`src/rtl/core/ecmb_pkg.sv`:
```
// Shared types, codes and helpers for the mailbox transfer core.
// Used by ecmb_regs, ecmb_ctrl, ecmb_dp and ec_mailbox_transfer_core.
package ecmb_pkg;

	localparam int MAILBOX_BYTES = 16;
	localparam int CUR_W         = $clog2(MAILBOX_BYTES);

	// Input item kinds
	localparam logic [1:0] KIND_LOAD   = 2'd0;
	localparam logic [1:0] KIND_START  = 2'd1;
	localparam logic [1:0] KIND_ANSWER = 2'd2;
	localparam logic [1:0] KIND_READ   = 2'd3;

	// Result op codes
	localparam logic [2:0] OP_BUS_READ  = 3'd0;
	localparam logic [2:0] OP_BUS_WRITE = 3'd1;
	localparam logic [2:0] OP_WAIT      = 3'd2;
	localparam logic [2:0] OP_DONE      = 3'd3;
	localparam logic [2:0] OP_BUF_BYTE  = 3'd4;

	// Transfer outcomes
	localparam logic [1:0] OUTC_OK         = 2'd0;
	localparam logic [1:0] OUTC_NO_GRANT   = 2'd1;
	localparam logic [1:0] OUTC_NO_REPLY   = 2'd2;

	// Bus port offsets
	localparam logic [4:0] ST_PORT   = 5'h04;
	localparam logic [4:0] BASE_PORT = 5'h10;
	localparam logic [4:0] RET_PORT  = 5'h1f;

	// Status bit positions
	localparam int OBF_POS  = 6;
	localparam int MWMF_POS = 5;
	localparam int SWMF_POS = 4;

	// Mask bit always forced on at start (return byte)
	localparam logic [15:0] RET_BIT = 16'h8000;
	localparam logic [7:0]  RET_INIT = 8'h01;

	// Configuration register indexes and reset values
	localparam logic [1:0] REG_ATTEMPT_LIMIT = 2'd0;
	localparam logic [1:0] REG_GRANT_WAIT    = 2'd1;
	localparam logic [1:0] REG_REPLY_WAIT    = 2'd2;
	localparam logic [7:0] ATTEMPT_LIMIT_RST = 8'd100;
	localparam logic [9:0] GRANT_WAIT_RST    = 10'd1;
	localparam logic [9:0] REPLY_WAIT_RST    = 10'd500;

	typedef enum logic [2:0] {
		PH_IDLE,
		PH_ARB_STATUS,
		PH_ARB_DRAIN,
		PH_ARB_CHECK,
		PH_REPLY,
		PH_READING
	} phase_t;

	typedef enum logic [3:0] {
		SQ_IDLE,
		SQ_BYTE,
		SQ_STATUS,
		SQ_RET,
		SQ_CMD,
		SQ_GWAIT_MORE,
		SQ_GWAIT_FAIL,
		SQ_RWAIT_MORE,
		SQ_RWAIT_FAIL,
		SQ_DONE_OK,
		SQ_DONE_GRANT,
		SQ_DONE_REPLY,
		SQ_RDBYTE,
		SQ_WR_FETCH,
		SQ_WR_OUT
	} seq_state_t;

	typedef enum logic [3:0] {
		EMIT_NONE,
		EMIT_STATUS,
		EMIT_RET,
		EMIT_CMD,
		EMIT_WRBYTE,
		EMIT_RDBYTE,
		EMIT_GWAIT,
		EMIT_RWAIT,
		EMIT_DONE,
		EMIT_BYTE
	} emit_t;

	typedef enum logic [2:0] {
		CUR_HOLD,
		CUR_FIRST_WR,
		CUR_NEXT_WR,
		CUR_FIRST_RD,
		CUR_NEXT_RD
	} cur_op_t;

	typedef enum logic [1:0] {
		WSEL_LOAD,
		WSEL_RET,
		WSEL_CURSOR
	} wsel_t;

	typedef enum logic [1:0] {
		RSEL_INDEX,
		RSEL_ZERO,
		RSEL_CURSOR
	} rsel_t;

	typedef struct packed {
		logic    start;
		logic    cnt_clr;
		logic    cnt_inc;
		cur_op_t cur_op;
		logic    mem_we;
		wsel_t   wsel;
		logic    rd_en;
		rsel_t   rsel;
		emit_t   emit;
		logic [1:0] outcome;
	} cmd_t;

	typedef struct packed {
		logic out_free;
		logic cnt_hit;
		logic wr_more;
		logic rd_more;
	} stat_t;

	// Lowest set mask bit at or above position from; MSB of result flags a hit
	function automatic logic [CUR_W:0] next_set(input logic [MAILBOX_BYTES-1:0] mask,
			input logic [CUR_W:0] from);
		logic [CUR_W:0] res;
		res = '0;
		for (int i = MAILBOX_BYTES - 1; i >= 0; i--) begin
			if (mask[i] && ((CUR_W+1)'(i) >= from)) begin
				res = {1'b1, CUR_W'(i)};
			end
		end
		return res;
	endfunction

endpackage

```
`src/rtl/core/ecmb_regs.sv`:
```
// APB-style configuration registers of the mailbox transfer core.
// Depends on ecmb_pkg for register indexes and reset values.
module ecmb_regs
	import ecmb_pkg::*;
(
	input  logic        clk,
	input  logic        arst_n,
	input  logic        psel,
	input  logic        penable,
	input  logic        pwrite,
	input  logic [3:0]  paddr,
	input  logic [31:0] pwdata,
	output logic [31:0] prdata,
	output logic        pready,
	output logic [7:0]  attempt_limit,
	output logic [9:0]  grant_wait_us,
	output logic [9:0]  reply_wait_us
);

	logic [7:0] attempt_limit_q;
	logic [9:0] grant_wait_q;
	logic [9:0] reply_wait_q;
	logic       wr_en;
	logic [1:0] reg_idx;

	assign pready  = 1'b1;
	assign wr_en   = psel && penable && pwrite;
	assign reg_idx = paddr[3:2];

	// Update a register on the access phase of a write transfer
	always_ff @(posedge clk or negedge arst_n) begin
		if (!arst_n) begin
			attempt_limit_q <= ATTEMPT_LIMIT_RST;
			grant_wait_q    <= GRANT_WAIT_RST;
			reply_wait_q    <= REPLY_WAIT_RST;
		end else if (wr_en) begin
			case (reg_idx)
				REG_ATTEMPT_LIMIT: attempt_limit_q <= pwdata[7:0];
				REG_GRANT_WAIT:    grant_wait_q    <= pwdata[9:0];
				REG_REPLY_WAIT:    reply_wait_q    <= pwdata[9:0];
				default: ;
			endcase
		end
	end

	// Return the addressed register
	always_comb begin
		case (reg_idx)
			REG_ATTEMPT_LIMIT: prdata = {24'd0, attempt_limit_q};
			REG_GRANT_WAIT:    prdata = {22'd0, grant_wait_q};
			REG_REPLY_WAIT:    prdata = {22'd0, reply_wait_q};
			default:           prdata = '0;
		endcase
	end

	assign attempt_limit = attempt_limit_q;
	assign grant_wait_us = grant_wait_q;
	assign reply_wait_us = reply_wait_q;

endmodule

```
`src/rtl/core/ecmb_ctrl.sv`:
```
// Controller of the mailbox transfer core: transfer phase and result sequencer.
// Depends on ecmb_pkg; drives ecmb_dp through cmd_t and reads stat_t.
module ecmb_ctrl
	import ecmb_pkg::*;
(
	input  logic       clk,
	input  logic       arst_n,
	input  logic       in_valid,
	input  logic [1:0] kind,
	input  logic [7:0] value,
	input  stat_t      stat,
	output logic       in_stall,
	output cmd_t       cmd
);

	seq_state_t state_q, state_nxt;
	phase_t     phase_q, phase_nxt;
	logic       accept;

	assign accept   = in_valid && (state_q == SQ_IDLE);
	assign in_stall = (state_q != SQ_IDLE);

	// Next sequencer state and transfer phase
	always_comb begin
		state_nxt = state_q;
		phase_nxt = phase_q;
		case (state_q)
			SQ_IDLE: begin
				if (accept) begin
					case (kind)
						KIND_READ: state_nxt = SQ_BYTE;
						KIND_START: begin
							if (phase_q == PH_IDLE) begin
								state_nxt = SQ_STATUS;
								phase_nxt = PH_ARB_STATUS;
							end
						end
						KIND_ANSWER: begin
							case (phase_q)
								PH_ARB_STATUS: begin
									if (value[OBF_POS] || value[SWMF_POS]) begin
										state_nxt = SQ_RET;
										phase_nxt = PH_ARB_DRAIN;
									end else begin
										state_nxt = SQ_CMD;
										phase_nxt = PH_ARB_CHECK;
									end
								end
								PH_ARB_DRAIN: begin
									if (stat.cnt_hit) begin
										state_nxt = SQ_DONE_GRANT;
										phase_nxt = PH_IDLE;
									end else begin
										state_nxt = SQ_STATUS;
										phase_nxt = PH_ARB_STATUS;
									end
								end
								PH_ARB_CHECK: begin
									if (value[MWMF_POS]) begin
										state_nxt = SQ_WR_FETCH;
										phase_nxt = PH_REPLY;
									end else if (stat.cnt_hit) begin
										state_nxt = SQ_GWAIT_FAIL;
										phase_nxt = PH_IDLE;
									end else begin
										state_nxt = SQ_GWAIT_MORE;
										phase_nxt = PH_ARB_STATUS;
									end
								end
								PH_REPLY: begin
									if (value[OBF_POS]) begin
										state_nxt = SQ_RDBYTE;
										phase_nxt = PH_READING;
									end else if (stat.cnt_hit) begin
										state_nxt = SQ_RWAIT_FAIL;
										phase_nxt = PH_IDLE;
									end else begin
										state_nxt = SQ_RWAIT_MORE;
									end
								end
								PH_READING: begin
									if (stat.rd_more) begin
										state_nxt = SQ_RDBYTE;
									end else begin
										state_nxt = SQ_DONE_OK;
										phase_nxt = PH_IDLE;
									end
								end
								default: ;
							endcase
						end
						default: ;
					endcase
				end
			end
			SQ_BYTE, SQ_STATUS, SQ_RET, SQ_RDBYTE,
			SQ_DONE_OK, SQ_DONE_GRANT, SQ_DONE_REPLY: begin
				if (stat.out_free) state_nxt = SQ_IDLE;
			end
			SQ_CMD, SQ_GWAIT_MORE, SQ_RWAIT_MORE: begin
				if (stat.out_free) state_nxt = SQ_STATUS;
			end
			SQ_GWAIT_FAIL: begin
				if (stat.out_free) state_nxt = SQ_DONE_GRANT;
			end
			SQ_RWAIT_FAIL: begin
				if (stat.out_free) state_nxt = SQ_DONE_REPLY;
			end
			SQ_WR_FETCH: state_nxt = SQ_WR_OUT;
			SQ_WR_OUT: begin
				if (stat.out_free) begin
					state_nxt = stat.wr_more ? SQ_WR_FETCH : SQ_STATUS;
				end
			end
			default: state_nxt = SQ_IDLE;
		endcase
	end

	// Datapath commands
	always_comb begin
		cmd = '0;
		cmd.cur_op = CUR_HOLD;
		cmd.wsel   = WSEL_LOAD;
		cmd.rsel   = RSEL_INDEX;
		cmd.emit   = EMIT_NONE;
		case (state_q)
			SQ_IDLE: begin
				if (accept) begin
					case (kind)
						KIND_LOAD: begin
							cmd.mem_we = 1'b1;
							cmd.wsel   = WSEL_LOAD;
						end
						KIND_READ: begin
							cmd.rd_en = 1'b1;
							cmd.rsel  = RSEL_INDEX;
						end
						KIND_START: begin
							if (phase_q == PH_IDLE) begin
								cmd.start   = 1'b1;
								cmd.cnt_clr = 1'b1;
								cmd.mem_we  = 1'b1;
								cmd.wsel    = WSEL_RET;
							end
						end
						KIND_ANSWER: begin
							case (phase_q)
								PH_ARB_STATUS: begin
									cmd.rd_en = 1'b1;
									cmd.rsel  = RSEL_ZERO;
								end
								PH_ARB_DRAIN: cmd.cnt_inc = 1'b1;
								PH_ARB_CHECK: begin
									if (value[MWMF_POS]) begin
										cmd.cnt_clr = 1'b1;
										cmd.cur_op  = CUR_FIRST_WR;
									end else begin
										cmd.cnt_inc = 1'b1;
									end
								end
								PH_REPLY: begin
									if (value[OBF_POS]) begin
										cmd.cur_op = CUR_FIRST_RD;
									end else begin
										cmd.cnt_inc = 1'b1;
									end
								end
								PH_READING: begin
									cmd.mem_we = 1'b1;
									cmd.wsel   = WSEL_CURSOR;
									if (stat.rd_more) cmd.cur_op = CUR_NEXT_RD;
								end
								default: ;
							endcase
						end
						default: ;
					endcase
				end
			end
			SQ_BYTE:       if (stat.out_free) cmd.emit = EMIT_BYTE;
			SQ_STATUS:     if (stat.out_free) cmd.emit = EMIT_STATUS;
			SQ_RET:        if (stat.out_free) cmd.emit = EMIT_RET;
			SQ_CMD:        if (stat.out_free) cmd.emit = EMIT_CMD;
			SQ_RDBYTE:     if (stat.out_free) cmd.emit = EMIT_RDBYTE;
			SQ_GWAIT_MORE,
			SQ_GWAIT_FAIL: if (stat.out_free) cmd.emit = EMIT_GWAIT;
			SQ_RWAIT_MORE,
			SQ_RWAIT_FAIL: if (stat.out_free) cmd.emit = EMIT_RWAIT;
			SQ_DONE_OK: begin
				if (stat.out_free) cmd.emit = EMIT_DONE;
				cmd.outcome = OUTC_OK;
			end
			SQ_DONE_GRANT: begin
				if (stat.out_free) cmd.emit = EMIT_DONE;
				cmd.outcome = OUTC_NO_GRANT;
			end
			SQ_DONE_REPLY: begin
				if (stat.out_free) cmd.emit = EMIT_DONE;
				cmd.outcome = OUTC_NO_REPLY;
			end
			SQ_WR_FETCH: begin
				cmd.rd_en = 1'b1;
				cmd.rsel  = RSEL_CURSOR;
			end
			SQ_WR_OUT: begin
				if (stat.out_free) begin
					cmd.emit = EMIT_WRBYTE;
					if (stat.wr_more) cmd.cur_op = CUR_NEXT_WR;
				end
			end
			default: ;
		endcase
	end

	// Hold sequencer state and phase
	always_ff @(posedge clk or negedge arst_n) begin
		if (!arst_n) begin
			state_q <= SQ_IDLE;
			phase_q <= PH_IDLE;
		end else begin
			state_q <= state_nxt;
			phase_q <= phase_nxt;
		end
	end

endmodule

```
`src/rtl/core/ecmb_dp.sv`:
```
// Datapath of the mailbox transfer core: buffer memory, masks, counters, result register.
// Depends on ecmb_pkg; commanded by ecmb_ctrl through cmd_t.
module ecmb_dp
	import ecmb_pkg::*;
(
	input  logic        clk,
	input  logic        arst_n,
	input  cmd_t        cmd,
	output stat_t       stat,
	input  logic [3:0]  index,
	input  logic [7:0]  value,
	input  logic [15:0] write_mask,
	input  logic [15:0] read_mask,
	input  logic [7:0]  attempt_limit,
	input  logic [9:0]  grant_wait_us,
	input  logic [9:0]  reply_wait_us,
	input  logic        out_stall,
	output logic        out_valid,
	output logic [2:0]  op,
	output logic [4:0]  bus_address,
	output logic [7:0]  write_data,
	output logic [9:0]  wait_us,
	output logic [1:0]  outcome,
	output logic [7:0]  buffer_byte,
	output logic        last
);

	logic [7:0]               buf_mem [MAILBOX_BYTES];
	logic [7:0]               rd_q;
	logic [CUR_W-1:0]         waddr, raddr;
	logic [7:0]               wdata;
	logic [MAILBOX_BYTES-1:0] wmask_q, rmask_q;
	logic [CUR_W-1:0]         cursor_q;
	logic [7:0]               cnt_q;
	logic [7:0]               cnt_inc;
	logic [CUR_W:0]           after_cur;
	logic [CUR_W:0]           first_wr, next_wr, first_rd, next_rd;
	logic [4:0]               cur_port;

	logic       out_valid_q;
	logic [2:0] op_q;
	logic [4:0] addr_q;
	logic [7:0] data_q;
	logic [9:0] wait_q;
	logic [1:0] outc_q;
	logic [7:0] byte_q;
	logic       last_q;

	// Mask searches from the start of the masks and from the cursor
	assign after_cur = {1'b0, cursor_q} + (CUR_W+1)'(1);
	assign first_wr  = next_set(wmask_q, (CUR_W+1)'(1));
	assign next_wr   = next_set(wmask_q, after_cur);
	assign first_rd  = next_set(rmask_q, '0);
	assign next_rd   = next_set(rmask_q, after_cur);
	assign cnt_inc   = cnt_q + 8'd1;
	assign cur_port  = BASE_PORT | {1'b0, cursor_q};

	assign stat.out_free = !out_valid_q || !out_stall;
	assign stat.cnt_hit  = (cnt_inc == attempt_limit);
	assign stat.wr_more  = next_wr[CUR_W];
	assign stat.rd_more  = next_rd[CUR_W];

	// Select buffer write and read ports
	always_comb begin
		case (cmd.wsel)
			WSEL_RET: begin
				waddr = CUR_W'(MAILBOX_BYTES - 1);
				wdata = RET_INIT;
			end
			WSEL_CURSOR: begin
				waddr = cursor_q;
				wdata = value;
			end
			default: begin
				waddr = index;
				wdata = value;
			end
		endcase
		case (cmd.rsel)
			RSEL_ZERO:   raddr = '0;
			RSEL_CURSOR: raddr = cursor_q;
			default:     raddr = index;
		endcase
	end

	// Buffer memory with registered read
	always_ff @(posedge clk) begin
		if (cmd.mem_we) buf_mem[waddr] <= wdata;
		if (cmd.rd_en) rd_q <= buf_mem[raddr];
	end

	// Transfer masks, attempt counter and byte cursor
	always_ff @(posedge clk or negedge arst_n) begin
		if (!arst_n) begin
			wmask_q  <= '0;
			rmask_q  <= '0;
			cnt_q    <= '0;
			cursor_q <= '0;
		end else begin
			if (cmd.start) begin
				wmask_q  <= write_mask | RET_BIT;
				rmask_q  <= read_mask | RET_BIT;
				cursor_q <= '0;
			end
			if (cmd.cnt_clr) begin
				cnt_q <= '0;
			end else if (cmd.cnt_inc) begin
				cnt_q <= cnt_inc;
			end
			case (cmd.cur_op)
				CUR_FIRST_WR: cursor_q <= first_wr[CUR_W-1:0];
				CUR_NEXT_WR:  cursor_q <= next_wr[CUR_W-1:0];
				CUR_FIRST_RD: cursor_q <= first_rd[CUR_W-1:0];
				CUR_NEXT_RD:  cursor_q <= next_rd[CUR_W-1:0];
				default: ;
			endcase
		end
	end

	// Hold the result until the receiver takes it
	always_ff @(posedge clk or negedge arst_n) begin
		if (!arst_n) begin
			out_valid_q <= 1'b0;
		end else if (cmd.emit != EMIT_NONE) begin
			out_valid_q <= 1'b1;
		end else if (!out_stall) begin
			out_valid_q <= 1'b0;
		end
	end

	// Build the result payload
	always_ff @(posedge clk) begin
		if (cmd.emit != EMIT_NONE) begin
			op_q   <= OP_BUS_READ;
			addr_q <= '0;
			data_q <= '0;
			wait_q <= '0;
			outc_q <= '0;
			byte_q <= '0;
			last_q <= 1'b1;
			case (cmd.emit)
				EMIT_STATUS: addr_q <= ST_PORT;
				EMIT_RET:    addr_q <= RET_PORT;
				EMIT_RDBYTE: addr_q <= cur_port;
				EMIT_CMD: begin
					op_q   <= OP_BUS_WRITE;
					addr_q <= BASE_PORT;
					data_q <= rd_q;
					last_q <= 1'b0;
				end
				EMIT_WRBYTE: begin
					op_q   <= OP_BUS_WRITE;
					addr_q <= cur_port;
					data_q <= rd_q;
					last_q <= 1'b0;
				end
				EMIT_GWAIT: begin
					op_q   <= OP_WAIT;
					wait_q <= grant_wait_us;
					last_q <= 1'b0;
				end
				EMIT_RWAIT: begin
					op_q   <= OP_WAIT;
					wait_q <= reply_wait_us;
					last_q <= 1'b0;
				end
				EMIT_DONE: begin
					op_q   <= OP_DONE;
					outc_q <= cmd.outcome;
				end
				EMIT_BYTE: begin
					op_q   <= OP_BUF_BYTE;
					byte_q <= rd_q;
				end
				default: ;
			endcase
		end
	end

	assign out_valid   = out_valid_q;
	assign op          = op_q;
	assign bus_address = addr_q;
	assign write_data  = data_q;
	assign wait_us     = wait_q;
	assign outcome     = outc_q;
	assign buffer_byte = byte_q;
	assign last        = last_q;

endmodule

```
`src/rtl/core/ec_mailbox_transfer_core.sv`:
```
// Mailbox transfer core: host-side master for a 16-byte controller mailbox.
// Channels: input items (kind, index, value, write_mask, read_mask) on in_valid/in_stall;
// result items (op, bus_address, write_data, wait_us, outcome, buffer_byte, last) on
// out_valid/out_stall; configuration through the APB-style port (attempt limit at 0x0,
// grant wait at 0x4, reply wait at 0x8).
// One item is in work at a time; in_stall stays high until all its results are in
// the output register. A load item yields no result. Other items are accepted in
// idle and then give their results one by one as the output frees; each masked
// byte written after the grant is first fetched through the single read port of
// the buffer memory and then put out. The first result of an item is registered
// after the sequencer has left idle; last marks the final result of that item's run.
// While the receiver stalls, the output register holds its result and the sequencer
// waits; the next input item may be taken as soon as the final result is loaded.
// Reset returns to idle with no transfer open, the output empty and the registers at
// 100 attempts, 1 us grant wait and 500 us reply wait. Buffer bytes hold no value
// until loaded, read back from the mailbox or, for byte 15, set by a start item.
// Depends on ecmb_pkg, ecmb_regs, ecmb_ctrl and ecmb_dp.
module ec_mailbox_transfer_core
	import ecmb_pkg::*;
(
	input  logic        clk,
	input  logic        arst_n,
	input  logic        psel,
	input  logic        penable,
	input  logic        pwrite,
	input  logic [3:0]  paddr,
	input  logic [31:0] pwdata,
	output logic [31:0] prdata,
	output logic        pready,
	input  logic        in_valid,
	output logic        in_stall,
	input  logic [1:0]  kind,
	input  logic [3:0]  index,
	input  logic [7:0]  value,
	input  logic [15:0] write_mask,
	input  logic [15:0] read_mask,
	output logic        out_valid,
	input  logic        out_stall,
	output logic [2:0]  op,
	output logic [4:0]  bus_address,
	output logic [7:0]  write_data,
	output logic [9:0]  wait_us,
	output logic [1:0]  outcome,
	output logic [7:0]  buffer_byte,
	output logic        last
);

	logic [7:0] attempt_limit;
	logic [9:0] grant_wait_us;
	logic [9:0] reply_wait_us;
	cmd_t       cmd;
	stat_t      stat;

	ecmb_regs u_regs (
		.clk           (clk),
		.arst_n        (arst_n),
		.psel          (psel),
		.penable       (penable),
		.pwrite        (pwrite),
		.paddr         (paddr),
		.pwdata        (pwdata),
		.prdata        (prdata),
		.pready        (pready),
		.attempt_limit (attempt_limit),
		.grant_wait_us (grant_wait_us),
		.reply_wait_us (reply_wait_us)
	);

	ecmb_ctrl u_ctrl (
		.clk      (clk),
		.arst_n   (arst_n),
		.in_valid (in_valid),
		.kind     (kind),
		.value    (value),
		.stat     (stat),
		.in_stall (in_stall),
		.cmd      (cmd)
	);

	ecmb_dp u_dp (
		.clk           (clk),
		.arst_n        (arst_n),
		.cmd           (cmd),
		.stat          (stat),
		.index         (index),
		.value         (value),
		.write_mask    (write_mask),
		.read_mask     (read_mask),
		.attempt_limit (attempt_limit),
		.grant_wait_us (grant_wait_us),
		.reply_wait_us (reply_wait_us),
		.out_stall     (out_stall),
		.out_valid     (out_valid),
		.op            (op),
		.bus_address   (bus_address),
		.write_data    (write_data),
		.wait_us       (wait_us),
		.outcome       (outcome),
		.buffer_byte   (buffer_byte),
		.last          (last)
	);

endmodule

```
`config.mk`:
```
export PLATFORM = sky130hd
export DESIGN_NAME = ec_mailbox_transfer_core
export DESIGN_NICKNAME = d
export VERILOG_FILES = /design/src/rtl/core/ecmb_pkg.sv /design/src/rtl/core/ecmb_regs.sv /design/src/rtl/core/ecmb_ctrl.sv /design/src/rtl/core/ecmb_dp.sv /design/src/rtl/core/ec_mailbox_transfer_core.sv
export SDC_FILE = /design/constraint.sdc
export NUM_CORES = 1
export LEC_CHECK = 0
export BUFFER_PORTS_ARGS = -buffer_cell sky130_fd_sc_hd__buf_2
export CAP_MARGIN = 20
export CORE_MARGIN = 10
export CORE_UTILIZATION = 63
export DETAILED_ROUTE_END_ITERATION = 6
export PLACE_DENSITY = 0.86
export SLEW_MARGIN = 20
export SYNTH_ARGS = -nofsm -noshare
export SYNTH_HDL_FRONTEND = slang
export SYNTH_SLANG_ARGS = --single-unit
```
`constraint.sdc`:
```
create_clock -name clk -period 7.6 [get_ports clk]
set_input_delay 1.14 -clock clk [delete_from_list [all_inputs] [get_ports clk]]
set_output_delay 1.14 -clock clk [all_outputs]
set_load 0.02 [all_outputs]
```
==> results.md <==
* Die H at 162 um
* Synth cell types at 85
* First-pass GRT wire length at 45500 um
* Max_slew headroom at 27.2%
* Sequential share of power at 42.5%
* CP delay by family, top: compound AO/OA/AOI/OAI gates
* Post-synth EDFFs at 173
* Outcome: completed
* Logic pwr share at 31.1%
* Required @ worst endpoint at 7.87 ns
* Reg2reg setup slack at 3.07 ns
* Net switching fraction of the power at 35.3%
* Synth top area cells: edfxtp_1 41%, dfrtp_1 14%, mux4_2 5.7%
* Vias in the first global route at 8599
* CP max stage delay at 0.65 ns
* Reg-to-reg critical path endpoint: u_dp.rd_q[7]
* Fmax at 207 MHz
* PortBufs at 111
* Core area at 0.0197 mm2
* Layout net count at 1230
* Reg2Reg Depth at 11
* Fraction of registers with async set/reset at 31.3%
* Crit path kind: input port to flip-flop
* Slowest stage cell, crit path: a21oi_4
* Worst-path cell chain: buf_2 > inv_1 > ha_1 > nand2_1 > nor2_1 > nand3_1 > ha_1 > nor2_1 > a21oi_4 > mux4_2 > nor2b_1 > a211oi_1 > a21oi_1
* Cts repair resizes at 0
* Fin. max-slew vios at 0
* IR drop worst, VDD at 230 uV
* Hold Path Stages at 1
* Sequential share of the synthesized area at 56.5%
* P per Cell Area at 325 mW/mm2
* Cell row count at 51
* Tot GR Track Use at 21.5%
* Lkg Pwr at 5.44 nW
* WL per Instance at 20.5 um
* Post-CTS Setup Bufs at 0
* Initial Util at 64.7%
* Clk_lat worst skew at 0.54 ns
* TritonRoute pass-1 iters at 5
* # setup viols final at 0
* Root Buffer Master: clkbuf_16
* Area delta synth->final at 11.9%
* Worst min path class: flip-flop to flip-flop
* Max-cap viol count at 0
* RR Startpoint: u_ctrl.state_q[3]
* Final Hold Fails at 0
* Top cell type's share of synthesized area at 40.9%
* Via count at 8925
* Die area at 0.0263 mm2
* Max H-tree Level at 1
* Routability congestion estimate at 0.915
* Share of layout cells above drive strength 1 at 25.3%
* Clk network pwr share at 26.3%
* Most frequent cells in the layout: 173 x edfxtp_1, 110 x buf_2, 78 x nor2_1
* Main synth FF type: edfxtp_1
* Drt drc at 0
* Pin count of the biggest net entering global routing at 80
* Yosys top cell by area: edfxtp_1
* CP endpoint kind: flip-flop
* CP Launch Type: input port
* Commonest non-fill, non-tap cell in the layout: edfxtp_1
* Crit path buf inv count at 2
* Yosys warnings at 0
* RSZ-0062 raised after global routing: no
* Hold path startpoint: u_dp.cnt_q[7]
* CTS Hold Bufs at 0
* Syn avg cell area at 12.3 um2
* Clk sinks at 252
* Num CTS Buffers at 27
* Post-Syn Instances at 1031
* Worst hold slack at 0.498 ns
* Vias/cell at 6.31
* Yosys reg bits at 252
* Die X-Extent at 162 um
* Post-Syn Area at 0.0127 mm2
* Crit share post-route at 63.6%
* Min Clock Period, post-route at 4.83 ns
* Sw Pwr at 1.63 mW
* Routed WL at 29000 um
* Post-route setup TNS at 0 ns
* Routed Antenna Nets at 0
* Clk slew on worst S/H paths at 0.06 ns
* CTS Buffer Depth at 3
* Slew @ Worst Pin at 1.09 ns
* P_int at 3.00 mW
* Starting DRT DRC Count at 922
* CTS tree: yes
* Total power at 4.63 mW
* I/O pin count at 161
* Hold endpoint: u_dp.cnt_q[7]
* Final Skew at 0.0138 ns
* Hpwl dp at 20100 um
* Data arrival time of the worst path at 5.10 ns
* Post-layout util at 72.4%
* GRT overflow at 0
* CP Max Fanout at 17
* Initial antenna violation count at 1
-- layout make-up --
class / count / area, um2
diodes: 1 / 2.50
clock buffers: 37 / 723
clock inverters: 12 / 106
fillers: 1289 / 5430
inverters: 22 / 82.6
multi-input cells: 704 / 5150
flip-flops and latches: 252 / 7180
well taps: 265 / 332
repair buffers: 122 / 641
-- power groups by stage --
stage | logic, mW | clock network [mW] | registers (mW)
6_report | 1.44 | 1.22 | 1.97
5_1_grt | 1.58 | 1.29 | 2.00
4_1_cts | 1.43 | 1.23 | 1.96
3_5_place_dp | 1.41 | 0 | 1.98
3_3_place_gp | 1.39 | 0 | 1.97
2_1_floorplan | 1.10 | 0 | 1.93
-- Yosys cell counts, types with 16 or more instances --
master / instances
nor2b_1: 32
edfxtp_1: 173
mux2_2: 58
nand3_1: 22
inv_1: 22
and2_1: 26
nor3_1: 23
mux2i_1: 17
mux4_2: 32
a21oi_1: 59
o21ai_0: 52
clkbuf_1: 29
nand2_1: 71
dfrtp_1: 69
nor2_1: 78
a22o_1: 16
buf_4: 29
-- registers in the layout, summed over array words and instances (netlist names), 4 cells and up --
register / cells
u_dp.cnt_q: 8
u_dp.wait_us: 10
u_dp.write_data: 8
u_dp.cursor_q: 4
u_dp.bus_address: 5
u_ctrl.state_q: 4
u_regs.attempt_limit: 8
u_dp.buf_mem: 128
u_dp.rd_q: 8
u_dp.buffer_byte: 8
u_dp.wmask_q: 15
u_regs.grant_wait_us: 10
u_dp.rmask_q: 16
u_regs.reply_wait_us: 10
-- cells by family after synthesis --
group,Yosys count,synth area share (%)
buffers and inverters,96,3.93
multiplexers,107,12.1
AND/OR/NAND/NOR,313,12.5
AO/OA/AOI/OAI,236,12.8
other,2,0.0591
XOR/XNOR,13,0.895
adder cells (fa/ha/maj),12,1.18
flip-flops,252,56.5
-- metrics by stage --
| step | cell area (um2) | std cells | worst slack (ns) |
|---|---|---|---|
| after detailed placement | 13400 | 1365 | 2.28 |
| final | 14200 | 1415 | 2.77 |
| after CTS | 14200 | 1414 | 2.81 |
| after global routing | 14200 | 1414 | 2.48 |
| after floorplan | 12800 | 1052 | 2.89 |
| after global placement | 13400 | 1365 | 2.38 |
-- metal layers --
layer  track usage [%]  routed length, um
met1              29.3              12000
met2              33.1              13300
met3              5.46               2930
met4              7.03                710
met5                 0                  7
-- worst max-delay path by stage --
stage	startpoint	end	cells past startpoint
floorplan	out_stall	u_dp.buffer_byte[0]	4
global placement	kind[0]	u_dp.rd_q[3]	13
detailed placement	kind[0]	u_dp.rd_q[4]	13
CTS	kind[0]	u_dp.rd_q[4]	13
global route	kind[0]	u_dp.rd_q[1]	13
finish	kind[0]	u_dp.rd_q[7]	13
(Power assumes the default switching activity.)
